### src/rsa_key_exponent_derivation_defines.svh
// Assertion macros shared by the key exponent derivation RTL.
`ifndef RSA_KEY_EXPONENT_DERIVATION_DEFINES_SVH
`define RSA_KEY_EXPONENT_DERIVATION_DEFINES_SVH

// Same-cycle implication, checked out of reset.
`define RKD_ASSERT_NOW(lbl, ante, cons, msg) \
	lbl: assert property (@(posedge clk) disable iff (!arst_n) (ante) |-> (cons)) \
		else $error(msg);

// Next-cycle implication, checked out of reset.
`define RKD_ASSERT_NEXT(lbl, ante, cons, msg) \
	lbl: assert property (@(posedge clk) disable iff (!arst_n) (ante) |=> (cons)) \
		else $error(msg);

`endif

### src/rkd_pkg.sv
// Package with widths and status codes of the key exponent derivation block.
`default_nettype none
package rkd_pkg;
	localparam int FACTOR_BITS_DEF = 31;
	localparam int FIELD_W = 31;
	localparam int IN_DATA_W = 64;
	localparam int PHI_W = 62;
	localparam int PRIV_W = 63;
	localparam int T_W = 64;
	localparam int OUT_DATA_W = 128;
	localparam int STAT_W = 2;

	typedef enum logic [STAT_W-1:0] {
		STAT_OK = 2'd0,
		STAT_FACTOR_LOW = 2'd1,
		STAT_PHI_LOW = 2'd2
	} stat_t;
endpackage
`default_nettype wire

### src/rsa_key_exponent_derivation.sv
// Top level: derives public and private RSA exponents from two factors.
//
// channel | direction | handshake          | contents
// s_*     | in        | s_tvalid/s_tready  | tdata: p_value, q_value
// m_*     | out       | m_tvalid/m_tready  | tdata: public/private exponent; tuser: status
//
// One factor pair is in work at a time; s_tready is high only while no pair is in work.
// phi is formed in a bit-serial shift-add multiplier. Each Euclid step runs the
// bit-serial restoring divider (ST_DIV), then an update state (ST_UPD).
// Every candidate e runs a full extended Euclid; error pairs skip it: a low
// factor goes straight to the write state, a low phi right after the multiplier.
// Reset clears the control state; the result register holds the last result while
// m_tready is low, and a new pair is taken while that result waits.
`default_nettype none
`include "rsa_key_exponent_derivation_defines.svh"
module rsa_key_exponent_derivation #(
	parameter int FACTOR_BITS = rkd_pkg::FACTOR_BITS_DEF
) (
	input  wire logic                          clk,
	input  wire logic                          arst_n,
	input  wire logic                          s_tvalid,
	output logic                               s_tready,
	// p_value [30:0], q_value [61:31], zero [63:62]
	input  wire logic [rkd_pkg::IN_DATA_W-1:0] s_tdata,
	output logic                               m_tvalid,
	input  wire logic                          m_tready,
	// public_exponent [61:0], private_exponent [124:62], zero [127:125]
	output logic [rkd_pkg::OUT_DATA_W-1:0]     m_tdata,
	// status [1:0]
	output logic [rkd_pkg::STAT_W-1:0]         m_tuser
);
	import rkd_pkg::*;

	localparam int CNT_W = $clog2(PHI_W);

	typedef enum logic [2:0] {
		ST_IDLE,
		ST_MUL,
		ST_CHECK,
		ST_DIV,
		ST_UPD,
		ST_FIN1,
		ST_FIN2,
		ST_WRITE
	} state_t;

	state_t state_q;
	logic [CNT_W-1:0] cnt_q;
	logic [FACTOR_BITS-1:0] pm_q, qm_q;
	logic [PHI_W-1:0] phi_q, e_q, r0_q, r1_q, n_q, rem_q;
	logic signed [T_W-1:0] t0_q, t1_q, acc_q;
	logic [PRIV_W-1:0] dv_q;
	stat_t res_stat_q, stat_q;
	logic [PHI_W-1:0] pub_q;
	logic [PRIV_W-1:0] priv_q;
	logic out_valid_q;

	logic [FACTOR_BITS-1:0] p_in, q_in;
	logic [PHI_W:0] rtry, rdiff;
	logic rge;
	logic signed [T_W-1:0] phi_s, fix_sum;

	assign p_in = s_tdata[FACTOR_BITS-1:0];
	assign q_in = s_tdata[FIELD_W +: FACTOR_BITS];

	// One restoring division step: shift in the next dividend bit, subtract if it fits.
	assign rtry = {rem_q, n_q[PHI_W-1]};
	assign rdiff = rtry - {1'b0, r1_q};
	assign rge = rtry >= {1'b0, r1_q};
	assign phi_s = $signed({{(T_W-PHI_W){1'b0}}, phi_q});
	assign fix_sum = t0_q + phi_s;

	assign s_tready = (state_q == ST_IDLE);
	assign m_tvalid = out_valid_q;
	assign m_tdata = {{(OUT_DATA_W-PHI_W-PRIV_W){1'b0}}, priv_q, pub_q};
	assign m_tuser = stat_q;

	always_ff @(posedge clk or negedge arst_n) begin
		if (!arst_n) begin
			state_q <= ST_IDLE;
			out_valid_q <= 1'b0;
			cnt_q <= '0;
		end else begin
			// The write state handles the result register itself.
			if (m_tready && state_q != ST_WRITE) begin
				out_valid_q <= 1'b0;
			end
			case (state_q)
				ST_IDLE: begin
					if (s_tvalid) begin
						e_q <= '0;
						dv_q <= '0;
						pm_q <= p_in - FACTOR_BITS'(1);
						qm_q <= q_in - FACTOR_BITS'(1);
						phi_q <= '0;
						cnt_q <= '0;
						if (p_in < FACTOR_BITS'(2) || q_in < FACTOR_BITS'(2)) begin
							res_stat_q <= STAT_FACTOR_LOW;
							state_q <= ST_WRITE;
						end else begin
							res_stat_q <= STAT_OK;
							state_q <= ST_MUL;
						end
					end
				end
				ST_MUL: begin
					// Multiplier bits are taken most significant first.
					phi_q <= {phi_q[PHI_W-2:0], 1'b0}
						+ (qm_q[FACTOR_BITS-1] ? PHI_W'(pm_q) : '0);
					qm_q <= qm_q << 1;
					cnt_q <= cnt_q + CNT_W'(1);
					if (cnt_q == CNT_W'(FACTOR_BITS-1)) begin
						state_q <= ST_CHECK;
					end
				end
				ST_CHECK: begin
					if (phi_q < PHI_W'(3)) begin
						res_stat_q <= STAT_PHI_LOW;
						state_q <= ST_WRITE;
					end else begin
						e_q <= PHI_W'(2);
						r0_q <= phi_q;
						r1_q <= PHI_W'(2);
						n_q <= phi_q;
						t0_q <= '0;
						t1_q <= T_W'(1);
						rem_q <= '0;
						acc_q <= '0;
						cnt_q <= '0;
						state_q <= ST_DIV;
					end
				end
				ST_DIV: begin
					// acc collects quotient times t1 as the quotient bits come out.
					rem_q <= rge ? rdiff[PHI_W-1:0] : rtry[PHI_W-1:0];
					n_q <= n_q << 1;
					acc_q <= (acc_q <<< 1) + (rge ? t1_q : '0);
					cnt_q <= cnt_q + CNT_W'(1);
					if (cnt_q == CNT_W'(PHI_W-1)) begin
						state_q <= ST_UPD;
					end
				end
				ST_UPD: begin
					cnt_q <= '0;
					acc_q <= '0;
					if (rem_q != '0) begin
						r0_q <= r1_q;
						r1_q <= rem_q;
						n_q <= r1_q;
						rem_q <= '0;
						t0_q <= t1_q;
						t1_q <= t0_q - acc_q;
						state_q <= ST_DIV;
					end else if (r1_q == PHI_W'(1)) begin
						// gcd is one: t1 is the inverse of e.
						t0_q <= t1_q;
						state_q <= ST_FIN1;
					end else begin
						// Not coprime: restart Euclid with the next candidate.
						e_q <= e_q + PHI_W'(1);
						r0_q <= phi_q;
						r1_q <= e_q + PHI_W'(1);
						n_q <= phi_q;
						rem_q <= '0;
						t0_q <= '0;
						t1_q <= T_W'(1);
						state_q <= ST_DIV;
					end
				end
				ST_FIN1: begin
					dv_q <= t0_q[T_W-1] ? fix_sum[PRIV_W-1:0] : t0_q[PRIV_W-1:0];
					state_q <= ST_FIN2;
				end
				ST_FIN2: begin
					// The inverse must differ from e itself.
					if (dv_q == {1'b0, e_q}) begin
						dv_q <= dv_q + {1'b0, phi_q};
					end
					state_q <= ST_WRITE;
				end
				ST_WRITE: begin
					if (!out_valid_q || m_tready) begin
						pub_q <= e_q;
						priv_q <= dv_q;
						stat_q <= res_stat_q;
						out_valid_q <= 1'b1;
						state_q <= ST_IDLE;
					end
				end
				default: begin
					state_q <= ST_IDLE;
				end
			endcase
		end
	end

	`RKD_ASSERT_NOW(a_div_count, state_q == ST_DIV, cnt_q <= CNT_W'(PHI_W-1), "divider count overrun")
	`RKD_ASSERT_NOW(a_err_zero, m_tvalid && m_tuser != STAT_OK, m_tdata == '0, "error result with exponent")
	`RKD_ASSERT_NOW(a_ok_e, m_tvalid && m_tuser == STAT_OK, m_tdata[PHI_W-1:0] >= PHI_W'(2), "public exponent below two")
	`RKD_ASSERT_NEXT(a_accept, s_tvalid && s_tready, !s_tready, "second pair taken while busy")
endmodule
`default_nettype wire

### config.mk
export PLATFORM = sky130hd
export DESIGN_NAME = rsa_key_exponent_derivation
export DESIGN_NICKNAME = d
export VERILOG_FILES = /design/src/rkd_pkg.sv /design/src/rsa_key_exponent_derivation.sv
export VERILOG_INCLUDE_DIRS = /design/src /design/src/src
export SDC_FILE = /design/constraint.sdc
export NUM_CORES = 2
export LEC_CHECK = 0
export ABC_AREA = 1
export BUFFER_PORTS_ARGS = -buffer_cell sky130_fd_sc_hd__clkbuf_2
export CAP_MARGIN = 20
export CORE_ASPECT_RATIO = 2
export CORE_MARGIN = 2
export CORE_UTILIZATION = 45
export CTS_CLUSTER_DIAMETER = 100
export DETAILED_ROUTE_END_ITERATION = 10
export SYNTH_ARGS = -nofsm -noshare
export SYNTH_HDL_FRONTEND = slang
export SYNTH_SLANG_ARGS = --single-unit
### constraint.sdc
create_clock -name clk -period 15.8 [get_ports clk]
set_input_delay 0 -clock clk [delete_from_list [all_inputs] [get_ports clk]]
set_output_delay 0 -clock clk [all_outputs]
set_load 0.05 [all_outputs]
==> After elaboration in Yosys (flattened, before gate mapping) <==
Cells that the tools add are included.
{ "totals": {"out_inout_bits": 132, "reg_bits": 766, "wordCells": 133} }
{ "op_classes": {"n_reduce_logical": 26, "n_eq_ne": 22, "addsub": 10, "magnitude_cmp": 4, "mux": 53} }
{ "ops": {"columns": ["operator", "count"], "rows": [
  ["62-bit 2-to-1 mux", 12],
  ["62-bit one-hot mux with 3 select lines", 3],
  ["64-bit 2-to-1 mux", 7],
  ["64-bit one-hot mux with 2 select lines", 2],
  ["62-bit one-hot mux with 2 select lines", 2],
  ["64-bit one-hot mux with 3 select lines", 1],
  ["63-bit 2-to-1 mux", 3],
  ["63-bit one-hot mux with 3 select lines", 1],
  ["64-bit adder", 1],
  ["64-bit subtractor", 1],
  ["63-bit by 62-bit adder with 63-bit output", 1],
  ["63-bit adder", 1],
  ["63-bit by 62-bit equality test with 1-bit output", 1],
  ["63-bit by 62-bit >= comparator with 1-bit output", 1],
  ["62-bit by 1-bit adder with 62-bit output (second input constant)", 1],
  ["62-bit by 31-bit adder with 62-bit output", 1],
  ["62-bit by 1-bit equality test with 1-bit output (second input constant)", 1],
  ["31-bit by 2-bit less-than comparator with 1-bit output (second input constant)", 2],
  ["62-bit by 2-bit less-than comparator with 1-bit output (second input constant)", 1],
  ["31-bit 2-to-1 mux", 2],
  ["31-bit one-hot mux with 2 select lines", 1],
  ["62-bit nonzero test", 1],
  ["31-bit by 1-bit subtractor with 31-bit output (second input constant)", 2],
  ["62-bit subtractor", 1],
  ["26 further kinds", 65]
]} }

==> Longest topological paths before layout <==
{ "logic_depth": {"word_depth": 5, "ltp_mapped": 35, "ltp_nobuf": 33} }

==> Worst setup path after synthesis <==
Ideal clock, no wire load.
{ "synth_path": {"kind": "register to register", "startpoint": "register out_valid_q, in the netlist m_tvalid", "endpoint": "register stat_q[0], in the netlist m_tuser[0], enable pin", "slack_ns": 5.774, "t_required_ns": 15.032, "arrival_ns": 9.258, "path_stages_with_launch": 4, "path_cell_list": "dfrtp_1 -> inv_1 -> nor2_1 -> nor3_1"} }
{ "synth_via": {"elab_chain_cells": 3} }
{ "synth_rtl": {"columns": ["item", "line_no", "source"], "rows": [
  ["start: declaration", "rsa_key_exponent_derivation.sv:56", "logic out_valid_q;"],
  ["start signal: assignment", "rsa_key_exponent_derivation.sv:81", "out_valid_q <= 1'b0;"],
  ["start signal: assignment", "rsa_key_exponent_derivation.sv:86", "out_valid_q <= 1'b0;"],
  ["start signal: assignment", "rsa_key_exponent_derivation.sv:186", "out_valid_q <= 1'b1;"],
  ["1-bit zero test", "rsa_key_exponent_derivation.sv:182", "if (!out_valid_q || m_tready) begin"],
  ["1-bit logical OR", "rsa_key_exponent_derivation.sv:182", null],
  ["3-bit AND reduction (no line)", null, null],
  ["end signal: assignment", "rsa_key_exponent_derivation.sv:185", "stat_q <= res_stat_q;"],
  ["end: declaration", "rsa_key_exponent_derivation.sv:53", "stat_t res_stat_q, stat_q;"]
]} }
No other way between the ends.
A chain may end at the register's enable or synchronous reset.

==> Final worst setup path <==
{ "layout_path": {"startpoint": "register r1_q[46]", "endpoint": "register acc_q[56] (data pin)"} }
{ "layout_via": {"elab_chain_cells": 4} }
{ "layout_rtl": {"columns": ["item", "line_no", "source"], "rows": [
  ["start: declaration", "rsa_key_exponent_derivation.sv:50", "logic [PHI_W-1:0] phi_q, e_q, r0_q, r1_q, n_q, rem_q;"],
  ["start signal: assignment", "rsa_key_exponent_derivation.sv:148", "r1_q <= rem_q;"],
  ["start signal: assignment", "rsa_key_exponent_derivation.sv:162", "r1_q <= e_q + PHI_W'(1);"],
  ["63-bit by 62-bit >= comparator with 1-bit output", "rsa_key_exponent_derivation.sv:69", "assign rge = rtry >= {1'b0, r1_q};"],
  ["64-bit 2-to-1 mux", "rsa_key_exponent_derivation.sv:137", "acc_q <= (acc_q <<< 1) + (rge ? t1_q : '0);"],
  ["64-bit adder", "rsa_key_exponent_derivation.sv:137", null],
  ["64-bit one-hot mux with 3 select lines", "rsa_key_exponent_derivation.sv:88", "case (state_q)"],
  ["end signal: assignment", "rsa_key_exponent_derivation.sv:137", null],
  ["end: declaration", "rsa_key_exponent_derivation.sv:51", "logic signed [T_W-1:0] t0_q, t1_q, acc_q;"]
]} }
No other way between the ends.

==> flow_summary_export.csv <==
group,metric,value,unit
cells_and_area,final_cell_mix,"nand2_1, nor2_1, inv_1, edfxtp_1, a21oi_1",
route,dr.pass1.iters,8,
run,maxCapViolCount,0,
cts,h-tree-depth,3,
cts,cts_buffers,82,
worst_setup_path,r2r_cells,24,
cts,cts_resized,0,
cts,cts_root_buffer,"clkbuf_16",
route,drc,0,
grt,grt-busiest-layer,"met2",
route,routedWlPerCell,28.7,microns
yosys,synth_area_leaders,"edfxtp_1, nand2_1, nor2_1",
yosys,synth-seq-cells,766,
sta,finalSetupViolCount,0,
worst_setup_path,cp_slowest_cell,"nor2_1",
worst_setup_path,critPathArrivalTime,7590,ps
grt,grt_pass1_wl,430,mm
run_status,outcome,"finished, final reports clean",
yosys,seq_area_frac_synth,0.376,
floorplan,die_area,0.139,sq mm
place,hpwl,246,mm
worst_hold_path,whs_path_depth,3,
worst_setup_path,worstSetupStartpointType,"flip-flop",
cells_and_area,nets,9303,
place,place_ws,9260,ps
worst_setup_path,cp.required,16200,ps
sta,fmax,139,MHz
floorplan,die_y,525,microns
cts,clock_sinks,766,
yosys,synth-main-ff-cell,"edfxtp_1",
pwr,p_leak,0.0288,uW
yosys,ys_warn_count,0,
yosys,syn_inst,8535,
sta,slew_viol_final,0,
yosys,syn_avg_cell_area,7.15,sq um
worst_setup_path,crit_type,"flip-flop to flip-flop",
floorplan,die_width,264,microns
sta,min_period_over_period,0.455,
worst_setup_path,crit_top_cell,"nand2_1",
floorplan,pin_count,200,
grt,grt_use_met2,0.769,
grt,grtUsageMet3,0.0786,
place,port_buffers,194,
pwr,vdd_drop_max,0.350,mV
yosys,ys_types,61,
yosys,yosys.area.top_type,"edfxtp_1",
cts,cts.clk_slew.worst_paths,70,ps
cts,cts_tree,"built",
cts,postCtsSetupRepairBufs,0,
cells_and_area,layout-drive-gt1-share,0.0635,
route,vias,63000,
sta,skew,53.6,ps
yosys,synth-edff-count,756,
worst_setup_path,end_kind,"flip-flop",
worst_setup_path,critPathMaxStageDelay,820,ps
grt,grt_pass1_vias,63300,
floorplan,core,0.135,sq mm
route,first_iter_violations,5734,
cells_and_area,final_util,0.508,
sta,hold_ws,190,ps
grt,use_met1,0.374,
sta,worst_pin_slew,1360,ps
sta,hold_viol,0,
yosys,synth_top_area_frac,0.372,
route,ant_nets,0,
place,place_congestion,1.08,
sta,fin_crit,7190,ps
yosys,async_reset_ff_frac,0.0131,
worst_setup_path,worstPathCellList,"inv_1, ha_1, a21oi_1, nand2_1, a21oi_1, nand2_1, nand2_1, nand2_1, nor2_1, nand2_4, clkinv_2, buf_4, nor2_1, ha_1, nand2_1, nand2_1, a31oi_1, o21ai_0, nand2_1, nand2_1, nor2_1, o21a_1, a21oi_1, nor2_1",
cells_and_area,syn_to_final_growth,12.3,%
grt,gr-usage-all-layers,0.437,
cts,clk_latency,750,ps
sta,layout_setup_ws,8610,ps
cells_and_area,layout_commonest_cell,"nand2_1",
grt,grt_start_max_net_pins,146,
route,routed_wl,307,mm
grt,grt-ovfl-total,0,
yosys,netlist_area,0.0610,sq mm
sta,slew_headroom,0.0878,
grt,antenna_found_initial,10,
worst_hold_path,worstHoldPathType,"input pin to flip-flop",
floorplan,fp-row-count,191,
pwr,p_per_area,194,mW/mm^2
cts,cts_max_path_buffers,3,
sta,setup_total_negative_slack,0,ps
worst_setup_path,crit_fanout,57,
route,viasPerCell,5.90,
floorplan,start_util,0.452,
sta,rsz0062_at_grt,"no",
critical path: cells and delay by family, from the launching register on:
family          cells  cell delay [ps]
flops               1              360
fa+ha+maj           2              800
compound gates      6             1770
buf+inv             3             1330
simple gates       13             2500
per-layer routing:
layer  wire, microns  share of wire  vias up
li1                -              -    29200
met1           89200           0.29    29300
met2          151000           0.49     3039
met3           18500          0.060     1460
met4           48000           0.16        4
met5              26       0.000085        -
Yosys cell counts (49+ instances only):
library cell	instances
clkbuf_1	81
nor4_1	81
edfxtp_1	756
xnor2_1	65
o21ai_0	556
xor2_1	134
a21oi_1	705
buf_2	49
nand2_1	1906
nand4_1	139
inv_1	1236
nand3_1	361
a21o_1	59
nor3_1	190
nor2_1	1319
o21bai_1	57
ha_1	347
o21ai_1	96
kinds of logic (layout without fill, tap and decap cells):
kind of cell             count (synthesis)  in the layout  share of synthesized area
AND/OR/NAND/NOR                       4113           4113                      0.280
AO/OA/AOI/OAI                         1693           1693                      0.152
buffers and inverters                 1410           1823                     0.0895
flip-flops                             766            766                      0.376
adder cells (fa/ha/maj)                353            353                     0.0731
XOR/XNOR                               199            199                     0.0285
other                                    1              7                  0.0000614
through the flow:
stage	cell area (sq um)	total power, uW	cells
after floorplan	61100	7920	8537
after global placement	64200	10700	10400
after detailed placement	64300	10800	10400
after CTS	68400	13000	10700
after global routing	68500	13900	10700
final	68500	13300	10700
timing repair:
item | CTS | global route
hold endpoints to repair | 78 | 0
setup endpoints to repair | 0 | 0
hold buffers | 123 | 0
final timing paths:
| path | end | slack (ps) | start |
|---|---|---|---|
| setup / recovery | acc_q[56] | 8610 | r1_q[46] |
| setup reg to reg | acc_q[56] | 8610 | r1_q[46] |
| hold / removal | pm_q[0] | 190 | s_tdata[0] |
| max in group asynchronous | m_tvalid | 14620 | arst_n |
| min in group asynchronous | cnt_q[5] | 680 | arst_n |
| hold reg to reg | pub_q[33] | 490 | e_q[33] |
power by group:
| group | total (uW) | switching, uW | internal (uW) |
|---|---|---|---|
| sequential | 3620 | 615 | 3010 |
| combinational | 7500 | 5520 | 1980 |
| clock | 2200 | 971 | 1230 |
layout make-up:
class | count | area [sq um]
timing repair buffer | 415 | 2990
sequential | 766 | 23000
antenna | 4 | 10.0
tap | 1737 | 2170
fill | 13800 | 66500
clock inverter | 61 | 818
clock buffer | 91 | 2120
multi-input combinational | 6361 | 32800
inverter | 1256 | 4720
registers in the layout, summed over array words and instances (netlist names), 2 cells and up:
register    count
qm_q           31
rem_q          62
res_stat_q      2
dv_q           63
acc_q          64
m_tuser         2
t0_q           64
r1_q           62
priv_q         63
n_q            62
phi_q          62
e_q            62
cnt_q           6
pub_q          62
state_q         3
t1_q           64
pm_q           31
(Power assumes the default switching activity.)
